`src/mpq_pkg.sv`:
```
// Shared types and constants for the max priority queue.
// No dependencies; imported by mpq_cell and max_priority_queue.
package mpq_pkg;

    localparam int CAPACITY = 32;
    localparam int DATA_W   = 32;
    localparam int CNT_W    = $clog2(CAPACITY + 1);

    typedef enum logic [1:0] {
        CMD_INSERT = 2'd0,
        CMD_REMOVE = 2'd1,
        CMD_CLEAR  = 2'd2
    } t_cmd;

    // per-cycle operation broadcast to every cell
    typedef struct packed {
        logic ins;
        logic rem;
        logic clr;
    } t_cell_ctl;

endpackage

```
`src/mpq_cell.sv`:
```
// One slot of the sorted cell chain; holds one value and its valid flag.
// Depends on mpq_pkg.
module mpq_cell (
    input  logic                              i_clk,
    input  logic                              i_rst_n,
    input  mpq_pkg::t_cell_ctl                i_ctl,
    input  logic signed [mpq_pkg::DATA_W-1:0] i_new_value,
    input  logic signed [mpq_pkg::DATA_W-1:0] i_left_value,
    input  logic                              i_left_valid,
    input  logic                              i_left_keep,
    input  logic signed [mpq_pkg::DATA_W-1:0] i_right_value,
    input  logic                              i_right_valid,
    output logic signed [mpq_pkg::DATA_W-1:0] o_value,
    output logic                              o_valid,
    output logic                              o_keep
);
    import mpq_pkg::*;

    logic signed [DATA_W-1:0] r_value;
    logic signed [DATA_W-1:0] n_value;
    logic                     r_valid;
    logic                     n_valid;

    // a cell keeps its entry on insert if it is not below the new value
    assign o_keep  = r_valid && (r_value >= i_new_value);
    assign o_value = r_value;
    assign o_valid = r_valid;

    always_comb begin
        n_value = r_value;
        n_valid = r_valid;
        priority if (i_ctl.clr) begin
            n_valid = 1'b0;
        end else if (i_ctl.rem) begin
            n_value = i_right_value;
            n_valid = i_right_valid;
        end else if (i_ctl.ins) begin
            if (o_keep) begin
                n_value = r_value;
            end else if (i_left_keep) begin
                n_value = i_new_value;
                n_valid = 1'b1;
            end else begin
                // chain shifts one slot toward the tail
                n_value = i_left_value;
                n_valid = i_left_valid;
            end
        end else begin
            // no command this cycle: hold
            n_valid = r_valid;
        end
    end

    always_ff @(posedge i_clk) begin
        r_value <= n_value;
        if (!i_rst_n) begin
            r_valid <= 1'b0;
        end else begin
            r_valid <= n_valid;
        end
    end

endmodule

```
`src/max_priority_queue.sv`:
```
// Top level of the max priority queue: command decode, entry count and cell chain.
// Depends on mpq_pkg and mpq_cell.
//
// Takes one command per clock cycle; busy is never raised. The result of a command
// appears with o_strobe in the cycle right after the transfer and must be taken
// then. Entries are kept sorted in a chain of CAPACITY cells, largest in the first
// cell: an insert is one broadcast compare in every cell, a remove is one shift
// toward the head, so every command finishes in the cycle it is accepted.
module max_priority_queue (
    input  logic                              i_clk,
    input  logic                              i_rst_n,
    input  logic                              start,
    output logic                              busy,
    input  logic [1:0]                        i_cmd,
    input  logic signed [mpq_pkg::DATA_W-1:0] i_value,
    output logic                              o_strobe,
    output logic                              o_ok,
    output logic signed [mpq_pkg::DATA_W-1:0] o_top_value,
    output logic [mpq_pkg::CNT_W-1:0]         o_count,
    output logic                              o_empty_res
);
    import mpq_pkg::*;

    logic [CNT_W-1:0] r_count;
    logic [CNT_W-1:0] n_count;
    logic             r_strobe;
    logic             r_ok;
    logic             n_ok;
    logic             w_accept;
    t_cell_ctl        w_ctl;

    logic signed [DATA_W-1:0] w_value       [CAPACITY];
    logic                     w_valid       [CAPACITY];
    logic                     w_keep        [CAPACITY];
    logic signed [DATA_W-1:0] w_left_value  [CAPACITY];
    logic                     w_left_valid  [CAPACITY];
    logic                     w_left_keep   [CAPACITY];
    logic signed [DATA_W-1:0] w_right_value [CAPACITY];
    logic                     w_right_valid [CAPACITY];

    assign busy     = 1'b0;
    assign w_accept = start && !busy;

    always_comb begin
        w_ctl   = '0;
        n_ok    = 1'b0;
        n_count = r_count;
        if (w_accept) begin
            unique case (i_cmd)
                CMD_INSERT: begin
                    if (r_count < CNT_W'(CAPACITY)) begin
                        w_ctl.ins = 1'b1;
                        n_ok      = 1'b1;
                        n_count   = r_count + CNT_W'(1);
                    end
                end
                CMD_REMOVE: begin
                    if (r_count != '0) begin
                        w_ctl.rem = 1'b1;
                        n_ok      = 1'b1;
                        n_count   = r_count - CNT_W'(1);
                    end
                end
                CMD_CLEAR: begin
                    w_ctl.clr = 1'b1;
                    n_ok      = 1'b1;
                    n_count   = '0;
                end
                default: begin
                    n_ok = 1'b0;
                end
            endcase
        end
    end

    always_ff @(posedge i_clk) begin
        r_ok <= n_ok;
        if (!i_rst_n) begin
            r_count  <= '0;
            r_strobe <= 1'b0;
        end else begin
            r_count  <= n_count;
            r_strobe <= w_accept;
        end
    end

    for (genvar g = 0; g < CAPACITY; g++) begin : g_cell
        if (g == 0) begin : g_head
            assign w_left_value[g] = '0;
            assign w_left_valid[g] = 1'b0;
            assign w_left_keep[g]  = 1'b1;
        end else begin : g_body
            assign w_left_value[g] = w_value[g-1];
            assign w_left_valid[g] = w_valid[g-1];
            assign w_left_keep[g]  = w_keep[g-1];
        end
        if (g == CAPACITY - 1) begin : g_tail
            assign w_right_value[g] = '0;
            assign w_right_valid[g] = 1'b0;
        end else begin : g_inner
            assign w_right_value[g] = w_value[g+1];
            assign w_right_valid[g] = w_valid[g+1];
        end

        mpq_cell u_cell (
            .i_clk         (i_clk),
            .i_rst_n       (i_rst_n),
            .i_ctl         (w_ctl),
            .i_new_value   (i_value),
            .i_left_value  (w_left_value[g]),
            .i_left_valid  (w_left_valid[g]),
            .i_left_keep   (w_left_keep[g]),
            .i_right_value (w_right_value[g]),
            .i_right_valid (w_right_valid[g]),
            .o_value       (w_value[g]),
            .o_valid       (w_valid[g]),
            .o_keep        (w_keep[g])
        );
    end

    assign o_strobe    = r_strobe;
    assign o_ok        = r_ok;
    assign o_count     = r_count;
    assign o_empty_res = (r_count == '0);
    assign o_top_value = w_valid[0] ? w_value[0] : '0;

    a_result_follows: assert property (@(posedge i_clk) disable iff (!i_rst_n)
        w_accept |=> o_strobe)
        else $error("no result after transfer");

    a_count_bound: assert property (@(posedge i_clk) disable iff (!i_rst_n)
        r_count <= CNT_W'(CAPACITY))
        else $error("entry count above capacity");

    a_head_valid: assert property (@(posedge i_clk) disable iff (!i_rst_n)
        (r_count != '0) == w_valid[0])
        else $error("head cell disagrees with entry count");

    a_tail_valid: assert property (@(posedge i_clk) disable iff (!i_rst_n)
        (r_count == CNT_W'(CAPACITY)) == w_valid[CAPACITY-1])
        else $error("tail cell disagrees with entry count");

    a_head_order: assert property (@(posedge i_clk) disable iff (!i_rst_n)
        w_valid[1] |-> (w_valid[0] && (w_value[0] >= w_value[1])))
        else $error("head cell out of order");

endmodule

```
`config.mk`:
```
export PLATFORM = sky130hd
export DESIGN_NAME = max_priority_queue
export DESIGN_NICKNAME = d
export VERILOG_FILES = /design/src/mpq_pkg.sv /design/src/mpq_cell.sv /design/src/max_priority_queue.sv
export SDC_FILE = /design/constraint.sdc
export NUM_CORES = 2
export LEC_CHECK = 0
export BUFFER_PORTS_ARGS = -buffer_cell sky130_fd_sc_hd__buf_2
export CAP_MARGIN = 15
export CORE_MARGIN = 2
export CORE_UTILIZATION = 40
export CTS_CLUSTER_DIAMETER = 50
export DETAILED_ROUTE_END_ITERATION = 7
export GPL_TIMING_DRIVEN = 0
export PLACE_DENSITY = 0.6
export SYNTH_ARGS = -nofsm -noshare
export SYNTH_HDL_FRONTEND = slang
export SYNTH_SLANG_ARGS = --single-unit
```
`constraint.sdc`:
```
create_clock -name i_clk -period 6.25 [get_ports i_clk]
set_input_delay 0.9375 -clock i_clk [delete_from_list [all_inputs] [get_ports i_clk]]
set_output_delay 0.9375 -clock i_clk [all_outputs]
set_load 0.1 [all_outputs]
```
==> metrics <==
status complete, but fails checks; failing checks setup timing; synth top area cells edfxtp_1 (41%), ha_1 (17%), mux2i_1 (6.8%), nand2_1 (6.6%), o211ai_1 (5.0%); P&R area growth vs syn 14.3%; Reg clk slew, reported paths 0.06 ns; max-slew violations 0; gpl congestion 1.00; Total Power 0.0222 W; Avg Cell Area, Syn 9.85 um2; drt first pass iters 7; syn_nets 8,725; port bufs 46; placed insts 10,300; final hold vios 0; die width 438 um; Pwr Density 258 mW/mm2; LEAKAGE 31.8 nW; H-tree depth 4; critical path class primary input to flop; VDD IR max 0.248 mV; first-pass GRT wire length 487,000 um; Antenna Nets Post-Route 0; FMAX 156 MHz; worst slew pin tran 1.38 ns; largest net degree at the start of global routing 33; post-synthesis register bit count 1,064; maxcap violations 0; share of flip-flops with an asynchronous set or reset 0%; Skew-Pair Late Insertion Delay 0.86 ns; synth unique cells 87; root buffer cell clkbuf_16; die height 438 um; nets@finish 9,012; Post-Syn Area 0.0754 mm2; GRT Total Usage 35.3%; Cell Area, Placed 0.0808 mm2; hold crit path type primary input to flop; CTS tree done; final setup vio count 63; crit share post-route 102%; postcts setup bufs 0; Slew HR 7.49%; Max Root-Sink Buffers 3; Ys Warns 0; initial antenna violation count 34; HPWL Detailed 263,000 um; Sink Count 1,064; most common cell in the netlist nand2_1; cts bufs inserted 157; Initial DRC Count 9,272; cell row count 159; total wire length 348,000 um; Mapped Cells 7,659; Vias/cell 6.63; fraction of the yosys area taken by sequential cells 41.8%; Die Area 0.192 mm2; DR WL/cell 32.9 um; Worst setup SP type primary input; number of enable flip-flop cells after synthesis 1,024; Critical Path Fanout Max 21; # DRC 0; layout cells sized above 1 6.87%; vias in the first global route 67,600; Req. time, crit path 6.77 ns; Most used DFF post-synth edfxtp_1; WP data arrival 6.92 ns; worst clock skew 0.0611 ns; fin area 0.0862 mm2; Post-Route Hold Slack 0.370 ns; Initial Util 40.2%; final worst slack -0.156 ns; setup_tns -4.43 ns; post-synth top area share 40.8%; critical path capture point type flop; total gr overflow 0; unrepaired setup endpoints after global routing false; core footprint 0.188 mm2; min Tclk post-route 6.41 ns; Post-synth top cells nand2_1 (1,334), ha_1 (1,028), edfxtp_1 (1,024), nand3_1 (584), o21ai_1 (520); Finished Layout Cells 10,600; IO Count 79; dominant cell type by area after synthesis edfxtp_1; via count 70,300
path summary, 6_finish.rpt:
path                                               start  cells after the start  slack [ns]                                     end
setup / recovery                             i_value[30]                     15       -0.16  g_cell[19].u_cell.o_value[9]$_DFFE_PP_
hold / removal                                     start                      2        0.37                     o_strobe$_SDFF_PN0_
setup reg to reg                 o_count[0]$_SDFFE_PN0P_                      8        1.20  g_cell[14].u_cell.o_value[2]$_DFFE_PP_
hold reg to reg   g_cell[26].u_cell.o_valid$_SDFFE_PP0P_                      2        0.52  g_cell[26].u_cell.o_valid$_SDFFE_PP0P_
registers in the layout, summed over array words and instances (netlist names):
| register | flops |
|---|---|
| g_cell.u_cell.o_valid | 32 |
| g_cell.u_cell.o_value | 1024 |
| o_count | 6 |
| o_strobe | 1 |
| o_ok | 1 |
power breakdown:
| part | internal [W] | leakage (nW) | switching [W] |
|---|---|---|---|
| Sequential | 0.00842 | 9.77 | 0.000476 |
| Combinational | 0.00131 | 19.5 | 0.00275 |
| Clock | 0.00545 | 2.52 | 0.00380 |
| Total | 0.0152 | 31.8 | 0.00703 |
stage by stage:
| stage | util, % | worst slack [ns] |
|---|---|---|
| after floorplan | - | 0.504 |
| after global placement | 42.0 | -5.38 |
| after detailed placement | 43.1 | -1.37 |
| after CTS | 45.9 | 0.00252 |
| after global routing | 45.9 | 0.0124 |
| final | 46.0 | -0.156 |
timing repair:
item	CTS	global route
resized for setup	18	20
setup endpoints to repair	371	255
hold buffers	0	0
worst max-delay path: stages:
cell and delay (ns):
clkbuf_1 0.72, buf_2 0.59, inv_2 0.40, buf_16 0.28, ha_1 0.31, nand4_1 0.16, or4_1 0.62, a32oi_1 0.29
mux2i_1 0.25, nand2_1 0.22, clkbuf_1 0.57, clkbuf_1 0.59, nand2_1 0.10, nand2_1 0.54, buf_16 0.24
cells in the final DEF, fill, tap and decap left out, types with 17 or more instances in the layout:
cell type / Yosys / layout
buf_16: 0 / 30
dfxtp_1: 40 / 40
clkbuf_16: 0 / 160
a21o_1: 78 / 78
edfxtp_1: 1024 / 1024
nand2_1: 1334 / 1332
and2_1: 40 / 40
nand4_1: 204 / 204
o211ai_1: 505 / 505
clkinv_2: 0 / 19
and4_1: 25 / 25
clkinv_1: 1 / 21
buf_1: 25 / 26
clkinvlp_4: 0 / 18
diode_2: 0 / 21
nor2b_1: 33 / 33
ha_1: 1028 / 1028
nor4_1: 25 / 25
nor2_1: 149 / 149
mux2i_1: 509 / 509
o21ai_1: 520 / 506
a31oi_1: 19 / 19
buf_12: 3 / 44
inv_2: 0 / 24
o21ai_0: 125 / 125
buf_2: 58 / 94
bufinv_16: 0 / 17
nor3_1: 35 / 34
inv_1: 108 / 77
nand3_1: 584 / 584
a21oi_1: 425 / 425
a221oi_1: 25 / 25
clkbuf_2: 0 / 40
nand2b_1: 21 / 21
a211oi_1: 33 / 33
clkbuf_1: 409 / 390
metal layers:
| layer | vias to the layer above | share of wire [%] | wire length (um) | GRT usage [%] |
|---|---|---|---|---|
| met5 | - | 0.11 | 369 | 0 |
| met4 | 52 | 8.2 | 28400 | 25.6 |
| met3 | 1308 | 13 | 44700 | 12.1 |
| met2 | 4782 | 42 | 146000 | 51.5 |
| met1 | 34200 | 37 | 129000 | 43.1 |
| li1 | 30000 | - | - | - |
kinds of logic (layout without fill, tap and decap cells):
group	after synthesis	after routing	synth area share, %
muxes	512	512	6.80
other	1	22	0.00497
and+or+nand+nor	2502	2502	15.0
DFF	1064	1064	41.8
buffers and inverters	624	1041	3.43
xor gates and xnor gates	6	6	0.0697
AOI/OAI and AO/OA	1921	1921	15.8
adders and majority gates	1029	1029	17.1
cell type report:
cell class | count | area [um2]
diodes | 21 | 52.6
plain buffers | 513 | 2250
clock buffers | 184 | 4090
clock inverters | 105 | 1180
fillers | 17700 | 101000
inverters | 109 | 427
multi-input cells | 5971 | 41500
flip-flops and latches | 1064 | 31600
well taps | 2495 | 3120
repair buffers | 130 | 2050
Note: power is estimated with default switching activity, not from simulation.
